`config.mk`:
```
export PLATFORM = sky130hd
export DESIGN_NAME = generator_pair_rotation_tick_core
export DESIGN_NICKNAME = d
export VERILOG_FILES = /design/src/hdl/gprt_pkg.sv /design/src/hdl/generator_pair_rotation_tick_core.sv
export SDC_FILE = /design/constraint.sdc
export NUM_CORES = 2
export LEC_CHECK = 0
export BUFFER_PORTS_ARGS = -buffer_cell sky130_fd_sc_hd__buf_2
export CORE_UTILIZATION = 40
export CTS_CLUSTER_SIZE = 28
export DETAILED_ROUTE_END_ITERATION = 10
export GPL_TIMING_DRIVEN = 0
export PLACE_DENSITY_LB_ADDON = 0.12
export SLEW_MARGIN = 20
export SYNTH_ARGS = -nofsm -noshare
export SYNTH_HDL_FRONTEND = slang
export SYNTH_SLANG_ARGS = --single-unit
```
`constraint.sdc`:
```
create_clock -name clk_i -period 13 [get_ports clk_i]
set_clock_uncertainty 0.1 [all_clocks]
set_input_delay 2.6 -clock clk_i [delete_from_list [all_inputs] [get_ports clk_i]]
set_output_delay 2.6 -clock clk_i [all_outputs]
set_load 0.02 [all_outputs]
```
`src/hdl/gprt_pkg.sv`:
```
package gprt_pkg;

  // Tick operation codes
  typedef enum logic [1:0] {
    OP_TICK   = 2'd0,
    OP_REFILL = 2'd1,
    OP_RESET  = 2'd2,
    OP_NONE   = 2'd3
  } op_e;

  // Rotation controller, one-hot
  typedef enum logic [4:0] {
    PS_STANDBY = 5'b00001,
    PS_A_START = 5'b00010,
    PS_A_RUN   = 5'b00100,
    PS_B_START = 5'b01000,
    PS_B_RUN   = 5'b10000
  } pair_st_e;

  // Reported pair state codes
  localparam logic [2:0] PAIR_CODE_STANDBY = 3'd0;
  localparam logic [2:0] PAIR_CODE_A_START = 3'd1;
  localparam logic [2:0] PAIR_CODE_A_RUN   = 3'd2;
  localparam logic [2:0] PAIR_CODE_B_START = 3'd3;
  localparam logic [2:0] PAIR_CODE_B_RUN   = 3'd4;

  // Overall generator status
  typedef enum logic [1:0] {
    GS_STANDBY  = 2'd0,
    GS_STARTING = 2'd1,
    GS_RUNNING  = 2'd2
  } gen_st_e;

  // Configuration register indexes
  localparam int unsigned CFG_IDX_W  = 2;
  localparam int unsigned CFG_DATA_W = 27;
  localparam logic [CFG_IDX_W-1:0] CFG_SHIFT_LEN = 2'd0;
  localparam logic [CFG_IDX_W-1:0] CFG_STARTUP   = 2'd1;

  localparam logic [26:0] SHIFT_LEN_RST = 27'd480000;
  localparam logic [15:0] STARTUP_RST   = 16'd3500;

  // Plant limits
  localparam logic [29:0] FUEL_FULL   = 30'd1000000000;
  localparam logic [36:0] CHARGE_FULL = 37'd100000000000;
  localparam logic [35:0] TEMP_HOME   = 36'd21000000000;
  localparam logic [35:0] TEMP_MAX    = 36'd45000000000;

  // Per-ms rates and base loads in watts
  localparam logic [21:0] FUEL_RUN_RATE   = 22'd39;
  localparam logic [21:0] FUEL_START_RATE = 22'd45;
  localparam logic [31:0] CHARGE_RATE     = 32'd50000;
  localparam logic [32:0] COOL_RATE       = 33'd80000;
  localparam logic [20:0] BATT_BASE_W     = 21'd40000;
  localparam logic [20:0] HEAT_BASE_W     = 21'd50000;

endpackage

```
`src/hdl/generator_pair_rotation_tick_core.sv`:
```
// Generator pair rotation controller, one tick per input beat.
// Input channel (in_valid_i/in_ready_o) carries an op, the tick length in ms,
// the site flags and the summed UPS and server loads. Each accepted beat
// produces exactly one output beat (out_valid_o/out_ready_i) holding the
// controller state after that tick: pair and generator status, fuel, battery
// charge, room temperature and per-unit run time.
// Each beat lands in the input register (where the two load products are formed)
// and then updates the state registers, which are also the output register.
// Throughput is one beat per cycle while out_ready_i takes the results, with a
// single state update per accepted beat.
// The input register keeps accepting while a result waits, so one beat can
// queue behind a stalled result; with both full, in_ready_o drops until
// out_ready_i takes the pending result.
// Reset (rst_ni low) returns to standby, full fuel and charge, home
// temperature, zero run times and the default shift and startup times.
// Configuration writes (cfg_we_i) take effect at once; write only while idle.
module generator_pair_rotation_tick_core #(
  parameter int unsigned RUN_TIME_BITS = 40
) (
  input  logic                             clk_i,
  input  logic                             rst_ni,
  // configuration
  input  logic                             cfg_we_i,
  input  logic [gprt_pkg::CFG_IDX_W-1:0]   cfg_idx_i,
  input  logic [gprt_pkg::CFG_DATA_W-1:0]  cfg_data_i,
  // tick input
  input  logic                             in_valid_i,
  output logic                             in_ready_o,
  input  logic [1:0]                       op_i,
  input  logic [15:0]                      dt_ms_i,
  input  logic                             grid_ok_i,
  input  logic                             fire_alarm_i,
  input  logic                             cooling_enabled_i,
  input  logic                             auto_start_i,
  input  logic [19:0]                      ups_load_w_i,
  input  logic [19:0]                      server_load_w_i,
  // result
  output logic                             out_valid_o,
  input  logic                             out_ready_i,
  output logic [2:0]                       pair_state_o,
  output logic [1:0]                       gen_state_o,
  output logic                             active_pair_o,
  output logic [29:0]                      fuel_ul_o,
  output logic [36:0]                      battery_charge_o,
  output logic [35:0]                      room_temp_o,
  output logic [RUN_TIME_BITS-1:0]         run_time_gen1_o,
  output logic [RUN_TIME_BITS-1:0]         run_time_gen2_o,
  output logic [RUN_TIME_BITS-1:0]         run_time_gen3_o,
  output logic [RUN_TIME_BITS-1:0]         run_time_gen4_o
);
  import gprt_pkg::*;

  localparam logic [RUN_TIME_BITS-1:0] RUN_MAX = {RUN_TIME_BITS{1'b1}};

  // configuration registers
  logic [26:0] shift_len_q;
  logic [15:0] startup_q;

  // input register
  logic        s1_valid_q;
  op_e         s1_op_q;
  logic [15:0] s1_dt_q;
  logic        s1_grid_q, s1_fire_q, s1_cool_q, s1_auto_q;
  logic [35:0] s1_dis_q;
  logic [36:0] s1_heat_q;

  // controller state, also the result register
  logic        out_valid_q;
  pair_st_e    st_q, st_d;
  gen_st_e     gs_q, gs_d;
  logic        pair_q, pair_d;
  logic [16:0] spool_q, spool_d;
  logic [26:0] shift_q, shift_d;
  logic [29:0] fuel_q, fuel_d;
  logic [36:0] chg_q, chg_d;
  logic [35:0] temp_q, temp_d;
  logic [RUN_TIME_BITS-1:0] rt_q [4];
  logic [RUN_TIME_BITS-1:0] rt_d [4];

  logic s1_adv;

  // handshake
  assign s1_adv     = s1_valid_q && (!out_valid_q || out_ready_i);
  assign in_ready_o = !s1_valid_q || s1_adv;

  // configuration writes
  always_ff @(posedge clk_i or negedge rst_ni) begin
    if (!rst_ni) begin
      shift_len_q <= SHIFT_LEN_RST;
      startup_q   <= STARTUP_RST;
    end else if (cfg_we_i) begin
      case (cfg_idx_i)
        CFG_SHIFT_LEN: shift_len_q <= cfg_data_i;
        CFG_STARTUP:   startup_q   <= cfg_data_i[15:0];
        default: ;
      endcase
    end
  end

  // load products formed on the way into the input register
  logic [20:0] ups_sum, srv_sum;
  logic [36:0] dis_prod, heat_prod;

  assign ups_sum   = {1'b0, ups_load_w_i} + BATT_BASE_W;
  assign srv_sum   = {1'b0, server_load_w_i} + HEAT_BASE_W;
  assign dis_prod  = {21'd0, dt_ms_i} * {16'd0, ups_sum};
  assign heat_prod = {21'd0, dt_ms_i} * {16'd0, srv_sum};

  always_ff @(posedge clk_i or negedge rst_ni) begin
    if (!rst_ni) begin
      s1_valid_q <= 1'b0;
    end else if (in_ready_o) begin
      s1_valid_q <= in_valid_i;
    end
  end

  always_ff @(posedge clk_i) begin
    if (in_valid_i && in_ready_o) begin
      s1_op_q   <= op_e'(op_i);
      s1_dt_q   <= dt_ms_i;
      s1_grid_q <= grid_ok_i;
      s1_fire_q <= fire_alarm_i;
      s1_cool_q <= cooling_enabled_i;
      s1_auto_q <= auto_start_i;
      s1_dis_q  <= dis_prod[36:1];
      s1_heat_q <= heat_prod;
    end
  end

  // timer, run time and fuel arithmetic
  logic [16:0] spool_sum;
  logic        spool_done;
  logic [27:0] shift_sum;
  logic [26:0] shift_sat;
  logic        shift_due;
  logic [21:0] drain_run, drain_start;
  logic [29:0] fuel_run, fuel_start;
  logic [RUN_TIME_BITS-1:0] rt_sat [4];

  assign spool_sum   = spool_q + {1'b0, s1_dt_q};
  assign spool_done  = spool_sum >= {1'b0, startup_q};
  assign shift_sum   = {1'b0, shift_q} + {12'd0, s1_dt_q};
  assign shift_sat   = shift_sum[27] ? 27'h7FFFFFF : shift_sum[26:0];
  assign shift_due   = shift_sat >= shift_len_q;
  assign drain_run   = {6'd0, s1_dt_q} * FUEL_RUN_RATE;
  assign drain_start = {6'd0, s1_dt_q} * FUEL_START_RATE;
  assign fuel_run    = ({8'd0, drain_run} >= fuel_q) ? 30'd0
                                                     : fuel_q - {8'd0, drain_run};
  assign fuel_start  = ({8'd0, drain_start} >= fuel_q) ? 30'd0
                                                       : fuel_q - {8'd0, drain_start};

  always_comb begin
    logic [RUN_TIME_BITS:0] sum;
    for (int i = 0; i < 4; i++) begin
      sum       = {1'b0, rt_q[i]} + (RUN_TIME_BITS+1)'(s1_dt_q);
      rt_sat[i] = sum[RUN_TIME_BITS] ? RUN_MAX : sum[RUN_TIME_BITS-1:0];
    end
  end

  // battery and temperature arithmetic
  logic [31:0] chg_inc;
  logic [37:0] chg_up;
  logic [36:0] chg_fall, chg_rise;
  logic [37:0] temp_up;
  logic [35:0] temp_heat;
  logic [32:0] cool_amt;
  logic [35:0] temp_ex, temp_cool;

  assign chg_inc   = {16'd0, s1_dt_q} * CHARGE_RATE;
  assign chg_up    = {1'b0, chg_q} + {6'd0, chg_inc};
  assign chg_rise  = (chg_up > {1'b0, CHARGE_FULL}) ? CHARGE_FULL : chg_up[36:0];
  assign chg_fall  = ({1'b0, s1_dis_q} >= chg_q) ? 37'd0 : chg_q - {1'b0, s1_dis_q};
  assign temp_up   = {2'd0, temp_q} + {1'b0, s1_heat_q};
  assign temp_heat = (temp_up > {2'd0, TEMP_MAX}) ? TEMP_MAX : temp_up[35:0];
  assign cool_amt  = {17'd0, s1_dt_q} * COOL_RATE;
  assign temp_ex   = temp_q - TEMP_HOME;
  assign temp_cool = (temp_ex <= {3'd0, cool_amt}) ? TEMP_HOME
                                                    : temp_q - {3'd0, cool_amt};

  // next state for one tick
  always_comb begin
    logic charger_on;
    logic cool_on;
    st_d    = st_q;
    gs_d    = gs_q;
    pair_d  = pair_q;
    spool_d = spool_q;
    shift_d = shift_q;
    fuel_d  = fuel_q;
    chg_d   = chg_q;
    temp_d  = temp_q;
    for (int i = 0; i < 4; i++) rt_d[i] = rt_q[i];
    charger_on = 1'b0;
    cool_on    = 1'b0;

    case (s1_op_q)
      OP_TICK: begin
        // rotation controller
        if (!s1_grid_q && s1_auto_q && (fuel_q != 30'd0) && !s1_fire_q) begin
          case (st_q)
            PS_STANDBY: begin
              st_d    = PS_A_START;
              pair_d  = 1'b0;
              gs_d    = GS_STARTING;
              spool_d = '0;
              shift_d = '0;
            end
            PS_A_START: begin
              spool_d = spool_sum;
              if (spool_done) begin
                st_d    = PS_A_RUN;
                gs_d    = GS_RUNNING;
                spool_d = '0;
              end
            end
            PS_A_RUN: begin
              shift_d = shift_sat;
              rt_d[0] = rt_sat[0];
              rt_d[2] = rt_sat[2];
              fuel_d  = fuel_run;
              if (shift_due && (fuel_run != 30'd0)) begin
                st_d    = PS_B_START;
                pair_d  = 1'b1;
                spool_d = '0;
              end
            end
            PS_B_START: begin
              // pair A keeps running while B spools up
              spool_d = spool_sum;
              rt_d[0] = rt_sat[0];
              rt_d[2] = rt_sat[2];
              fuel_d  = fuel_start;
              if (spool_done) begin
                st_d    = PS_B_RUN;
                gs_d    = GS_RUNNING;
                spool_d = '0;
                shift_d = '0;
              end
            end
            default: begin
              shift_d = shift_sat;
              rt_d[1] = rt_sat[1];
              rt_d[3] = rt_sat[3];
              fuel_d  = fuel_run;
              if (shift_due && (fuel_run != 30'd0)) begin
                st_d    = PS_A_START;
                pair_d  = 1'b0;
                spool_d = '0;
                gs_d    = GS_STARTING;
              end
            end
          endcase
          // out of fuel
          if (fuel_d == 30'd0) begin
            st_d    = PS_STANDBY;
            gs_d    = GS_STANDBY;
            spool_d = '0;
            shift_d = '0;
          end
        end else if (s1_grid_q || s1_fire_q) begin
          if (st_q != PS_STANDBY) begin
            st_d    = PS_STANDBY;
            gs_d    = GS_STANDBY;
            spool_d = '0;
            shift_d = '0;
          end
        end

        // battery, using the status after this tick
        charger_on = s1_grid_q || (gs_d == GS_RUNNING);
        if (!charger_on) begin
          chg_d = chg_fall;
        end else if (chg_q < CHARGE_FULL) begin
          chg_d = chg_rise;
        end

        // room temperature
        cool_on = s1_cool_q && charger_on && !s1_fire_q;
        if (!cool_on) begin
          temp_d = temp_heat;
        end else if (temp_q > TEMP_HOME) begin
          temp_d = temp_cool;
        end
      end
      OP_REFILL: begin
        fuel_d = FUEL_FULL;
        chg_d  = CHARGE_FULL;
        temp_d = TEMP_HOME;
      end
      OP_RESET: begin
        st_d    = PS_STANDBY;
        gs_d    = GS_STANDBY;
        pair_d  = 1'b0;
        spool_d = '0;
        shift_d = '0;
        fuel_d  = FUEL_FULL;
        chg_d   = CHARGE_FULL;
        temp_d  = TEMP_HOME;
        for (int i = 0; i < 4; i++) rt_d[i] = '0;
      end
      default: ;
    endcase
  end

  // state and result register
  always_ff @(posedge clk_i or negedge rst_ni) begin
    if (!rst_ni) begin
      out_valid_q <= 1'b0;
      st_q        <= PS_STANDBY;
      gs_q        <= GS_STANDBY;
      pair_q      <= 1'b0;
      spool_q     <= '0;
      shift_q     <= '0;
      fuel_q      <= FUEL_FULL;
      chg_q       <= CHARGE_FULL;
      temp_q      <= TEMP_HOME;
      for (int i = 0; i < 4; i++) rt_q[i] <= '0;
    end else begin
      if (s1_adv) begin
        out_valid_q <= 1'b1;
      end else if (out_ready_i) begin
        out_valid_q <= 1'b0;
      end
      if (s1_adv) begin
        st_q    <= st_d;
        gs_q    <= gs_d;
        pair_q  <= pair_d;
        spool_q <= spool_d;
        shift_q <= shift_d;
        fuel_q  <= fuel_d;
        chg_q   <= chg_d;
        temp_q  <= temp_d;
        for (int i = 0; i < 4; i++) rt_q[i] <= rt_d[i];
      end
    end
  end

  // report encoding
  always_comb begin
    case (st_q)
      PS_A_START: pair_state_o = PAIR_CODE_A_START;
      PS_A_RUN:   pair_state_o = PAIR_CODE_A_RUN;
      PS_B_START: pair_state_o = PAIR_CODE_B_START;
      PS_B_RUN:   pair_state_o = PAIR_CODE_B_RUN;
      default:    pair_state_o = PAIR_CODE_STANDBY;
    endcase
  end

  assign out_valid_o      = out_valid_q;
  assign gen_state_o      = gs_q;
  assign active_pair_o    = pair_q;
  assign fuel_ul_o        = fuel_q;
  assign battery_charge_o = chg_q;
  assign room_temp_o      = temp_q;
  assign run_time_gen1_o  = rt_q[0];
  assign run_time_gen2_o  = rt_q[1];
  assign run_time_gen3_o  = rt_q[2];
  assign run_time_gen4_o  = rt_q[3];

endmodule

```
==> metrics.txt <==
Worst Setup End Kind register; CP required approximately 13 ns; most used cell, CP fa_1; Yosys top cell by area fa_1; DRT Wirelength about 240,000 microns; CP max FO 10; gpl congestion ~0.96; TritonRoute pass-1 iters 9; CTS tree built; post-CTS resize count 0; syn nets between 9k and 10k; synthesis-stage register bit count 455; Worst slew margin between 20% and 30%; Root Buffer clkbuf_16; clk buf depth 3; TritonCTS Buffers 58; worst setup path endpoint s1_heat_q[36]; DIE HEIGHT 409 microns; Filler cells ~17k; Critical R2R Capture battery_charge_o[25]; Unique masters post-synth 100; Post-synth EDFFs between 90 and 100; post-synth top area share 19.9%; antenna violations before repair 12; drt via density between 5 and 6; clock-pin slew on the worst setup and hold paths about 0.050 ns; area of the multi-input gates 49,200 sq um; buffers added on ports between 300 and 400; Hold Crit Class reg2reg; clock latency on the worst-skew pair between 0.7 and 0.8 ns; post-route minimum period 11.54 ns; max frequency 0.0866 GHz; register area 11,900 sq um; DR vias approximately 58k; Detail Route Antenna Nets 0; crit path launch server_load_w_i[4]; via count of the first global-routing pass slightly below 60k; Worst Tran Pin Value 1.18 ns; Remaining Overflow, GRT 0; RSZ-0062 raised after global routing no; gr usage total between 20% and 30%; largest net degree at the start of global routing 90; initial core utilization approximately 40%; R2R cell count 38; Cell Area, Synth 66,300 sq um; critical path type in2reg; DRC 0; top cells by area, synth fa_1 20%, ha_1 14%, dfrtp_1 11%; # clock sinks around 460; post-synthesis async set-or-reset flop share slightly below 80%; wire length per cell about 23 microns; layout cells sized above 1 between 8 and 9%; Worst R2R Setup Slack ~1.9 ns; FP Rows about 150; IO Count about 370; core footprint around 160,000 sq um; synth cell count leaders 1,104 x inv_1, 868 x nand2_1, 753 x ha_1, 659 x fa_1, 408 x a21oi_1; sequential area share after synthesis between 15 and 20%; Max-Cap Viols 0; Synth-to-Final Area Change 11.1%; cts hold-fix bufs 0; slowest stage delay, CP roughly 0.76 ns; Startpoint Class input port; # setup viols final 0; status finished clean; Post-synth top flop dfrtp_1; WP data arrival ~12 ns; Die X 409 microns; Final Max Tran Viols 0; R2R Path Start s1_dt_q[4]; cell count after synthesis just under 8k; Final Net Count 9,682; slowest CP cell xor2_1; final worst-path cycle share 88.8%; final setup TNS 0 ns; first-pass GRT wire length around 360,000 microns; most common cell in the netlist inv_1; Synth Area per Inst roughly 8.6 sq um; htree depth 2; yosys warns 0; DIE AREA ~170,000 sq um; Post-DP HPWL 195,000 microns; DRT iter0 DRCs 4,518; Final Hold Viols 0; postcts setup bufs 0
[critical path: cells and delay by family]
family	cells	cell delay, ns
AOI/OAI and AO/OA	12	3.41
xor gates and xnor gates	2	0.89
adders and majority gates	8	3.64
buffers and inverters	7	1.05
and+or+nand+nor	2	0.28
[kinds of logic (layout without fill, tap and decap cells)]
kind of cell	Yosys count	count (layout)	share of synthesized area [%]
and+or+nand+nor	2297	2297	16.7
AOI/OAI and AO/OA	1747	1747	17.6
adders and majority gates	1412	1412	34.1
buffers and inverters	1373	1887	7.83
DFF	455	455	18.0
xor gates and xnor gates	386	386	5.10
muxes	38	38	0.624
other	0	3	0
[layout make-up]
type / instances / share of cell area [%]
Tap cell: 2189 / 3.72
Timing Repair Buffer: 406 / 3.47
Clock inverter: 16 / 0.355
Buffer: 268 / 1.42
Antenna cell: 3 / 0.0102
Inverter: 1105 / 5.63
Clock buffer: 92 / 2.36
Multi-Input combinational cell: 5880 / 66.8
Sequential cell: 455 / 16.2
[worst min path at each step]
stage               start         end  slack [ns]  cells after the start
5_1_grt        shift_q[8]  shift_q[8]        0.42                      1
2_1_floorplan  shift_q[0]  shift_q[0]        0.36                      2
4_1_cts        spool_q[0]  spool_q[0]        0.40                      2
3_3_place_gp   spool_q[0]  spool_q[0]        0.37                      2
3_5_place_dp   spool_q[0]  spool_q[0]        0.38                      2
6_report       spool_q[0]  spool_q[0]        0.39                      2
[flip-flops by register name (all words and copies together) (netlist names), 17 cells and up]
signal and cells:
battery_charge_o 37, fuel_ul_o 30, room_temp_o 36, run_time_gen1_o 40
run_time_gen2_o 40, run_time_gen3_o 40, run_time_gen4_o 40, s1_dis_q 36
s1_heat_q 37, shift_len_q 27, shift_q 27, spool_q 17
[stage by stage]
stage | cells | utilization [%] | cell area, sq um | hold slack [ns] | setup WS [ns]
3_3_place_gp | 10300 | 43.0 | 70900 | 0.373 | 0.391
3_5_place_dp | 10300 | 43.5 | 71700 | 0.385 | 0.909
6_report | 10400 | 44.7 | 73700 | 0.389 | 1.46
4_1_cts | 10400 | 44.7 | 73700 | 0.397 | 1.67
2_1_floorplan | 7708 | - | 66300 | 0.356 | 2.96
5_1_grt | 10400 | 44.7 | 73700 | 0.423 | 1.24
[per-layer routing]
metal	vias to the layer above	track usage [%]	share of wire, %
met5	-	0	0.0098
met4	2	10.4	4.3
met3	356	3.95	6.4
met2	1850	44.0	45
met1	28700	38.3	45
li1	27300	-	-
[placed cells by master (no fill, tap or decap), types with 56 or more instances in the layout]
master        n
xnor2_1     256
fa_1        659
a21oi_1     407
nand4_1      63
o31ai_1      58
edfxtp_1     95
nor2b_1      67
a211oi_1     58
buf_2       376
nand2_1     868
ha_1        753
nand3_1     136
o21ai_0     354
clkbuf_1    266
xor2_1      130
and3_1       91
a31oi_1      89
dfstp_2      56
nor2_1      397
nand2b_1     82
o21a_1       66
dfrtp_1     304
and2_1      248
nor3_1      135
a21o_1      141
clkbuf_16    58
inv_1      1103
Power is left out: the tool's default activity adds up to more than one toggle a clock period on the data nets, which glitch-free logic cannot reach.
